===== src/assert_macros.svh =====
// assertion helpers
`ifndef ASSERT_MACROS_SVH
`define ASSERT_MACROS_SVH
`ifndef ASSERT_OFF
`define ASSERT_IMPL(lbl, clk, rst_n, a, b) \
    lbl: assert property (@(posedge clk) disable iff (!rst_n) (a) |-> (b)) \
        else $error("assertion failed");
`define ASSERT_NEXT(lbl, clk, rst_n, a, b) \
    lbl: assert property (@(posedge clk) disable iff (!rst_n) (a) |=> (b)) \
        else $error("assertion failed");
`else
`define ASSERT_IMPL(lbl, clk, rst_n, a, b)
`define ASSERT_NEXT(lbl, clk, rst_n, a, b)
`endif
`endif


===== src/cit_ram.sv =====
module cit_ram #(
    parameter int DEPTH = 4,
    parameter int WIDTH = 8
) (
    input  logic                     i_clk,
    input  logic                     i_we,
    input  logic [$clog2(DEPTH)-1:0] i_waddr,
    input  logic [WIDTH-1:0]         i_wdata,
    input  logic [$clog2(DEPTH)-1:0] i_raddr,
    output logic [WIDTH-1:0]         o_rdata
);

    logic [WIDTH-1:0] r_mem [DEPTH];
    logic [WIDTH-1:0] r_rdata;

    always_ff @(posedge i_clk) begin
        if (i_we) begin
            r_mem[i_waddr] <= i_wdata;
        end
        r_rdata <= r_mem[i_raddr];
    end

    assign o_rdata = r_rdata;

endmodule


===== config.mk =====
export PLATFORM = sky130hd
export DESIGN_NAME = cit_ram
export DESIGN_NICKNAME = d
export VERILOG_FILES = /design/src/assert_macros.svh /design/src/cit_ram.sv
export SDC_FILE = /design/constraint.sdc
export NUM_CORES = 1
export LEC_CHECK = 0
export BUFFER_PORTS_ARGS = -buffer_cell sky130_fd_sc_hd__buf_2
export CAP_MARGIN = 5
export CORE_MARGIN = 5
export CORE_UTILIZATION = 57
export DETAILED_ROUTE_END_ITERATION = 8
export GPL_TIMING_DRIVEN = 0
export PLACE_DENSITY = 0.91
export SLEW_MARGIN = 20
export SYNTH_ARGS = -nofsm -noshare
export SYNTH_HDL_FRONTEND = slang
export SYNTH_SLANG_ARGS = --single-unit

===== constraint.sdc =====
create_clock -name i_clk -period 2.9 [get_ports i_clk]
set_input_delay 0.145 -clock i_clk [delete_from_list [all_inputs] [get_ports i_clk]]
set_output_delay 0.145 -clock i_clk [all_outputs]
set_load 0.02 [all_outputs]

== Word level (Yosys, flattened, before mapping) ==
Memory sizes are Yosys's and may differ from the RTL's. A register that Yosys moved wholly into a read port is not among the register bits.
Cells that the tools add are included.

* Flip-flop bits (word level): 0
* Memory bits (writable): 32
* Bits of input ports: 14
* Output and inout port bits: 8
* Memories: 1

* Mux-type cells: 2

{| class="wikitable"
|+ Memory list
! name !! depth !! bits a word !! rd ports !! clocked after memory_dff !! wr ports !! RTL line !! text
|-
| r_mem || 4 || 8 || 1 || 1 || 1 || cit_ram.sv:13 || <nowiki>logic [WIDTH-1:0] r_mem [DEPTH];</nowiki>
|}

{| class="wikitable"
|+ Operators by type and width
! cell !! number
|-
| $mux 1 || 2
|}

== Depth between registers and ports, before layout ==
Gate-level depths: netlist of the first run.

* Depth in word-level cells: 2
* Mapped depth: 2
* Depth with buffers taken out: 1

== Worst setup path before layout of the first run ==
Ideal clock, no wire load.

* Kind: input to register
* From: in i_waddr[0]
* To: mem r_mem[0][0], enable pin
* Setup time: 0.385 ns
* Data arrival time: 0.824 ns
* Required time: 2.515 ns
* Slack: 1.691 ns
* Cell stages on the path: 1
* Cell sequence: nor3b_1

{| class="wikitable"
|+ RTL lines
! element !! RTL line !! text
|-
| start, declared || cit_ram.sv:7 || <nowiki>input logic [$clog2(DEPTH)-1:0] i_waddr,</nowiki>
|-
| end, declared || cit_ram.sv:13 ||
|}

No word-level cell before the write port.

== Final worst setup path of the first run ==
* From: reg r_rdata[2], in the netlist o_rdata[2] (read register of r_mem)
* To: out o_rdata[2]

{| class="wikitable"
|+ RTL lines
! element !! RTL line !! text
|-
| start, declared || cit_ram.sv:14 || <nowiki>logic [WIDTH-1:0] r_rdata;</nowiki>
|-
| end, declared || cit_ram.sv:10 || <nowiki>output logic [WIDTH-1:0] o_rdata</nowiki>
|}

No word-level cell between the ends.

==> results of run 1 <==
registers in the layout (all words and copies together), names as in the netlist:
| register | flops |
|---|---|
| o_rdata | 8 |
| r_mem | 32 |
stage by stage:
stage          total power [mW]  instance area, sq um  worst slack (ns)
4_1_cts                    1.03                  1580              1.91
6_report                   1.03                  1600              1.88
2_1_floorplan             0.716                  1350              1.69
5_1_grt                    1.07                  1600              1.83
3_5_place_dp              0.748                  1480              1.64
3_3_place_gp              0.742                  1480              1.25
kinds of logic after synthesis:
family / share of synthesized area [%]
multiplexers: 13.4
buffers and inverters: 1.21
AND/OR/NAND/NOR: 2.32
flip-flops: 83.1
metal layers:
metal / vias to the layer above / global-route usage [%] / share of wire (%) / routed length, microns
li1: 285 / - / - / -
met1: 289 / 15.6 / 39 / 793
met2: 19 / 22.0 / 52 / 1060
met3: 2 / 4.82 / 7.3 / 148
met4: 0 / 9.71 / 1.2 / 25
met5: - / 0 / 0 / 0
cells in the final DEF, fill, tap and decap left out:
master         Yosys  final
and3_1             1      1
and3b_1            2      2
buf_2              0     19
buf_6              1      1
clkbuf_1           0      2
clkbuf_2           1      1
clkbuf_4           0      5
clkbuf_8           0      1
dfxtp_1            8      8
dlygate4sd3_1      0      6
edfxtp_1          32     32
mux4_2             8      8
nor3b_2            0      1
worst paths after layout:
kind / from / endpoint / slack [ns] / cells past startpoint
max: o_rdata[2]$_DFF_P_ / o_rdata[2] / 1.88 / 1
min: i_wdata[0] / r_mem[1][0]$_DFFE_PP_ / 0.02 / 1
max reg2reg: r_mem[0][4]$_DFFE_PP_ / o_rdata[4]$_DFF_P_ / 1.92 / 1
min reg2reg: r_mem[2][6]$_DFFE_PP_ / o_rdata[6]$_DFF_P_ / 0.55 / 1
power by group through the flow:
stage	clock network, mW	registers (mW)	logic, mW
after floorplan	0	0.687	0.0296
after global placement	0	0.672	0.0702
after detailed placement	0	0.675	0.0733
after CTS	0.293	0.661	0.0775
after global routing	0.322	0.665	0.0849
final	0.289	0.662	0.0795
area by class of cell:
class | count | area, sq um
Clock buffer | 8 | 58.8
Tap cell | 28 | 35.0
Sequential cell | 40 | 1120
Multi-Input combinational cell | 12 | 216
Timing Repair Buffer | 25 | 155
Fill cell | 134 | 631
Buffer | 2 | 16.3
==> metrics, run 1 <==
run status=complete, no violations; TritonCTS Buffers=5; Antenna Violating Nets Remaining=0; CP max stage delay=0.35 ns; Clk Latency, worst-skew pair=roughly 0.35 ns; combinational group share of total power=roughly 7.7%; Slowest-stage cell, CP=dfxtp_1; CTS tree=yes; largest net degree at the start of global routing=12; number of global-route vias before repair=634; Post-Route Setup TNS=0 ns; Setup Buffers After CTS=0; Post-synth EDFFs=32; CP Class=reg -> out; P&R area growth vs syn=18.8%; max-cap viol count=0; asr flop ratio synth=0%; Worst Path Arrival=a little under 0.9 ns; Fin. Hold Viols=0; Worst Path Required=2.76 ns; clock power share=about 28%; Fmax=between 900 and 1000 MHz; Die Span X=58.6 microns; Via density=5.17; share of layout cells above drive strength 1=about two fifths; first-pass GRT wire length=3080 microns; ys flop type=edfxtp_1; Overflow after GRT=0; GPL Wtd Cong=0.715; Nets=100; CP max FO=1; critical path endpoint category=output pin; dpl hpwl=~1300 microns; final WL=2030 microns; top-count cell post-synth=edfxtp_1; Setup Viol. Count Final=0; largest area contributor in the netlist=edfxtp_1; Slew HR=about 50%; post-CTS sizing=0; Avg Cell Area, Syn=25.0 sq um; I/O pin cnt=22; Ys Warns=0; Global Route Usage Sum=13.8%; top-area cell type share of the netlist area=71.2%; VDD IR-drop max=between 500 and 600 uV; measured slew at the worst slew-check pin=0.733 ns; n_diodes=0; Post-Layout Cell Count=115; via count=595; Die H=58.6 microns; fin. max-slew vios=0; cells after synthesis=54; CP cell instances=buf_2; RSZ-0062 raised after global routing=false; worst hold-check slack=0.0210 ns; Cell Area, Synth=1350 sq um; Synth area leaders=edfxtp_1 (71%), mux4_2 (13%), dfxtp_1 (12%), and3b_1 (1.3%), buf_6 (0.83%); NetSw=219 uW; Clock Path Buffers=2; placed insts=101; 1st-iter DRT viols=6; sw frac=21.3%; sequential power share=64.2%; Starting Density=around 60%; #FFs+latches synth=40; most instantiated cells after synthesis=edfxtp_1 (32), dfxtp_1 (8), mux4_2 (8); final design utilization=71.8%; drt wl/cell=17.7 microns; Distinct cells, synth=8; H-tree depth=2; drt first pass iters=3; die footprint=3440 sq um; hold-fix buffers at CTS=4; # rows=17; delay-heaviest family, CP=flip-flops; Pleak=0.578 nW; number of buffers added on ports=19; clk_skew=0.0136 ns; number of antenna violations at the first check in global routing=0; core region area=between 2000 and 2500 sq um; Mapped Nets=roughly 70; Worst Setup Start Kind=flip-flop; crit share post-route=35.1%; Buf/Inv on CP=1; Final min period=about 1.0 ns; power per cell area=approximately 640 nW/um^2; clock transition at the registers of the reported paths=0.11 ns; # DRC=0; Clock Sinks=40; clk root buf=clkbuf_4; Int Pwr=811 uW; Hold/Removal Path Class=in -> reg; register area share after synthesis=83.1%
Note: power is estimated with default switching activity, not from simulation.
==> run 2: changes to the inputs <==
- CORE_UTILIZATION: 57 -> 53
- PLACE_DENSITY: 0.91 -> 0.87
- clock period: 2.9 -> 1.01 ns (I/O delays scaled with it)
==> metrics, run 2 (synthesized netlist as in run 1, its figures left out) <==
Starting Density=54.9%; clock power share=24.6%; WHS Path Cells=2; TritonCTS Buffers=5; Antenna Violating Nets Remaining=0; CP cell instances=mux4_2; R2R Setup Slk=-0.006 ns; Post-Layout Cell Count=roughly 120; Worst R2R Path Depth=1; crit share post-route=101%; Buf/Inv on CP=0; CTS tree=yes; Worst Path Arrival=between 1 and 1.5 ns; Biggest register=r_mem; Power, Total=2.83 mW; Setup Viol. Count Final=1; share of layout cells above drive strength 1=between 30% and 40%; clk_skew=~0.012 ns; delay-heaviest family, CP=multiplexers; Critical R2R Capture=o_rdata[7]$_DFF_P_; H-tree depth=2; Int Pwr=2.25 mW; Pleak=0.581 nW; Global Route Usage Sum=12.6%; I/O pin cnt=22; Clock Path Buffers=2; GPL Wtd Cong=roughly 0.63; CP max stage delay=0.49 ns; number of buffers added on ports=19; drt first pass iters=4; number of global-route vias before repair=622; Fmax=~1000 MHz; Worst Setup Start Kind=flip-flop; Die H=60.4 microns; via count=621; Slowest-stage cell, CP=mux4_2; # DRC=0; # rows=18; Setup Buffers After CTS=0; Final min period=1.02 ns; WHS Endpoint=o_rdata[6]$_DFF_P_; sequential power share=about 67%; first-pass GRT wire length=about 3000 microns; placed insts=between 100 and 150; 1st-iter DRT viols=10; sw frac=20.4%; RSZ-0062 raised after global routing=true; dpl hpwl=1290 microns; commonest non-fill, non-tap cell in the layout=edfxtp_1; core region area=2450 sq um; slack of the critical path=-0.00645 ns; n_diodes=0; commonest cells after routing, fill and taps aside=edfxtp_1 (32), buf_2 (19), mux4_2 (8), dlygate4sd3_1 (8), dfxtp_1 (8); CP Class=reg -> reg; Nets=between 100 and 150; clock transition at the registers of the reported paths=0.10 ns; max reg flops=32; measured slew at the worst slew-check pin=~0.7 ns; final design utilization=65.8%; max-cap viol count=0; P&R area growth vs syn=19.8%; Clk Latency, worst-skew pair=0.32 ns; NetSw=~580 uW; Hold/Removal Path Class=in -> reg; Final Cell Area=1620 sq um; critical path endpoint category=flip-flop; DP Area=1490 sq um; drt wl/cell=around 16 microns; run status=complete, but fails checks; final WL=1930 microns; failing checks=setup timing; Worst Path Required=1.20 ns; Slew HR=between 50 and 60%; die footprint=3650 sq um; VDD IR-drop max=1320 uV; Overflow after GRT=0; r2r startpoint=r_mem[3][7]$_DFFE_PP_; Hold Startpoint=i_raddr[0]; Fin. Hold Viols=0; Clock Sinks=40; worst hold-check slack=0.117 ns; fin. max-slew vios=0; largest net degree at the start of global routing=13; power per cell area=between 1500 and 2000 nW/um^2; Die Span X=60.4 microns; clk root buf=clkbuf_4; Via density=5.22; CP max FO=1; number of antenna violations at the first check in global routing=0; combinational group share of total power=~8.3%
==> run 2: changes by cell type in the layout (fill, tap and decap cells not counted) <==
cell,delta
clkbuf_1,-1
dlygate4sd3_1,+2
clkinv_1,+2
clkbuf_8,-1
==> run 2: worst max path at each step <==
stage	start	to	cells after the start
floorplan	r_mem[3][0]$_DFFE_PP_	o_rdata[0]$_DFF_P_	1
global placement	i_waddr[0]	r_mem[0][4]$_DFFE_PP_	2
CTS	r_mem[3][7]$_DFFE_PP_	o_rdata[7]$_DFF_P_	1
global route	r_mem[3][7]$_DFFE_PP_	o_rdata[7]$_DFF_P_	1
finish	r_mem[3][7]$_DFFE_PP_	o_rdata[7]$_DFF_P_	1
detailed placement	i_waddr[0]	r_mem[0][1]$_DFFE_PP_	2
==> run 2: power by group through the flow <==
| stage | combinational, mW | sequential (mW) | clock (mW) |
|---|---|---|---|
| 2_1_floorplan | 0.0857 | 1.97 | 0 |
| 6_report | 0.234 | 1.90 | 0.694 |
| 3_5_place_dp | 0.214 | 1.94 | 0 |
| 3_3_place_gp | 0.208 | 1.93 | 0 |
| 5_1_grt | 0.255 | 1.91 | 0.794 |
| 4_1_cts | 0.238 | 1.90 | 0.716 |
==> run 2: layout make-up <==
| cell class | instances | area (sq um) |
|---|---|---|
| Timing Repair Buffer | 27 | 175 |
| Clock buffer | 6 | 41.3 |
| Multi-Input combinational cell | 12 | 216 |
| Clock inverter | 2 | 7.51 |
| Tap cell | 30 | 37.5 |
| Sequential cell | 40 | 1120 |
| Fill cell | 148 | 840 |
| Buffer | 2 | 16.3 |
==> run 2: metal layers <==
metal	GRT usage, %	part of all wire, %	vias to the layer above
li1	-	-	294
met1	16.0	38	293
met2	19.1	51	32
met3	5.74	11	2
met4	4.64	0.47	0
met5	0	0	-
==> run 2: timing repair <==
action,CTS,global route
endpoints found under the hold margin,32,0
pin swaps,0,0
endpoints found under the setup margin,1,3
hold buffers,8,0
gates resized for setup,0,0
==> run 2: metrics by stage <==
step / setup TNS, ns / worst slack, ns
floorplan: 0 / 0.101
global placement: -1.20 / -0.150
detailed placement: -1.49 / -0.186
CTS: -0.0180 / -0.0180
global route: -0.0597 / -0.0310
finish: -0.00645 / -0.00645
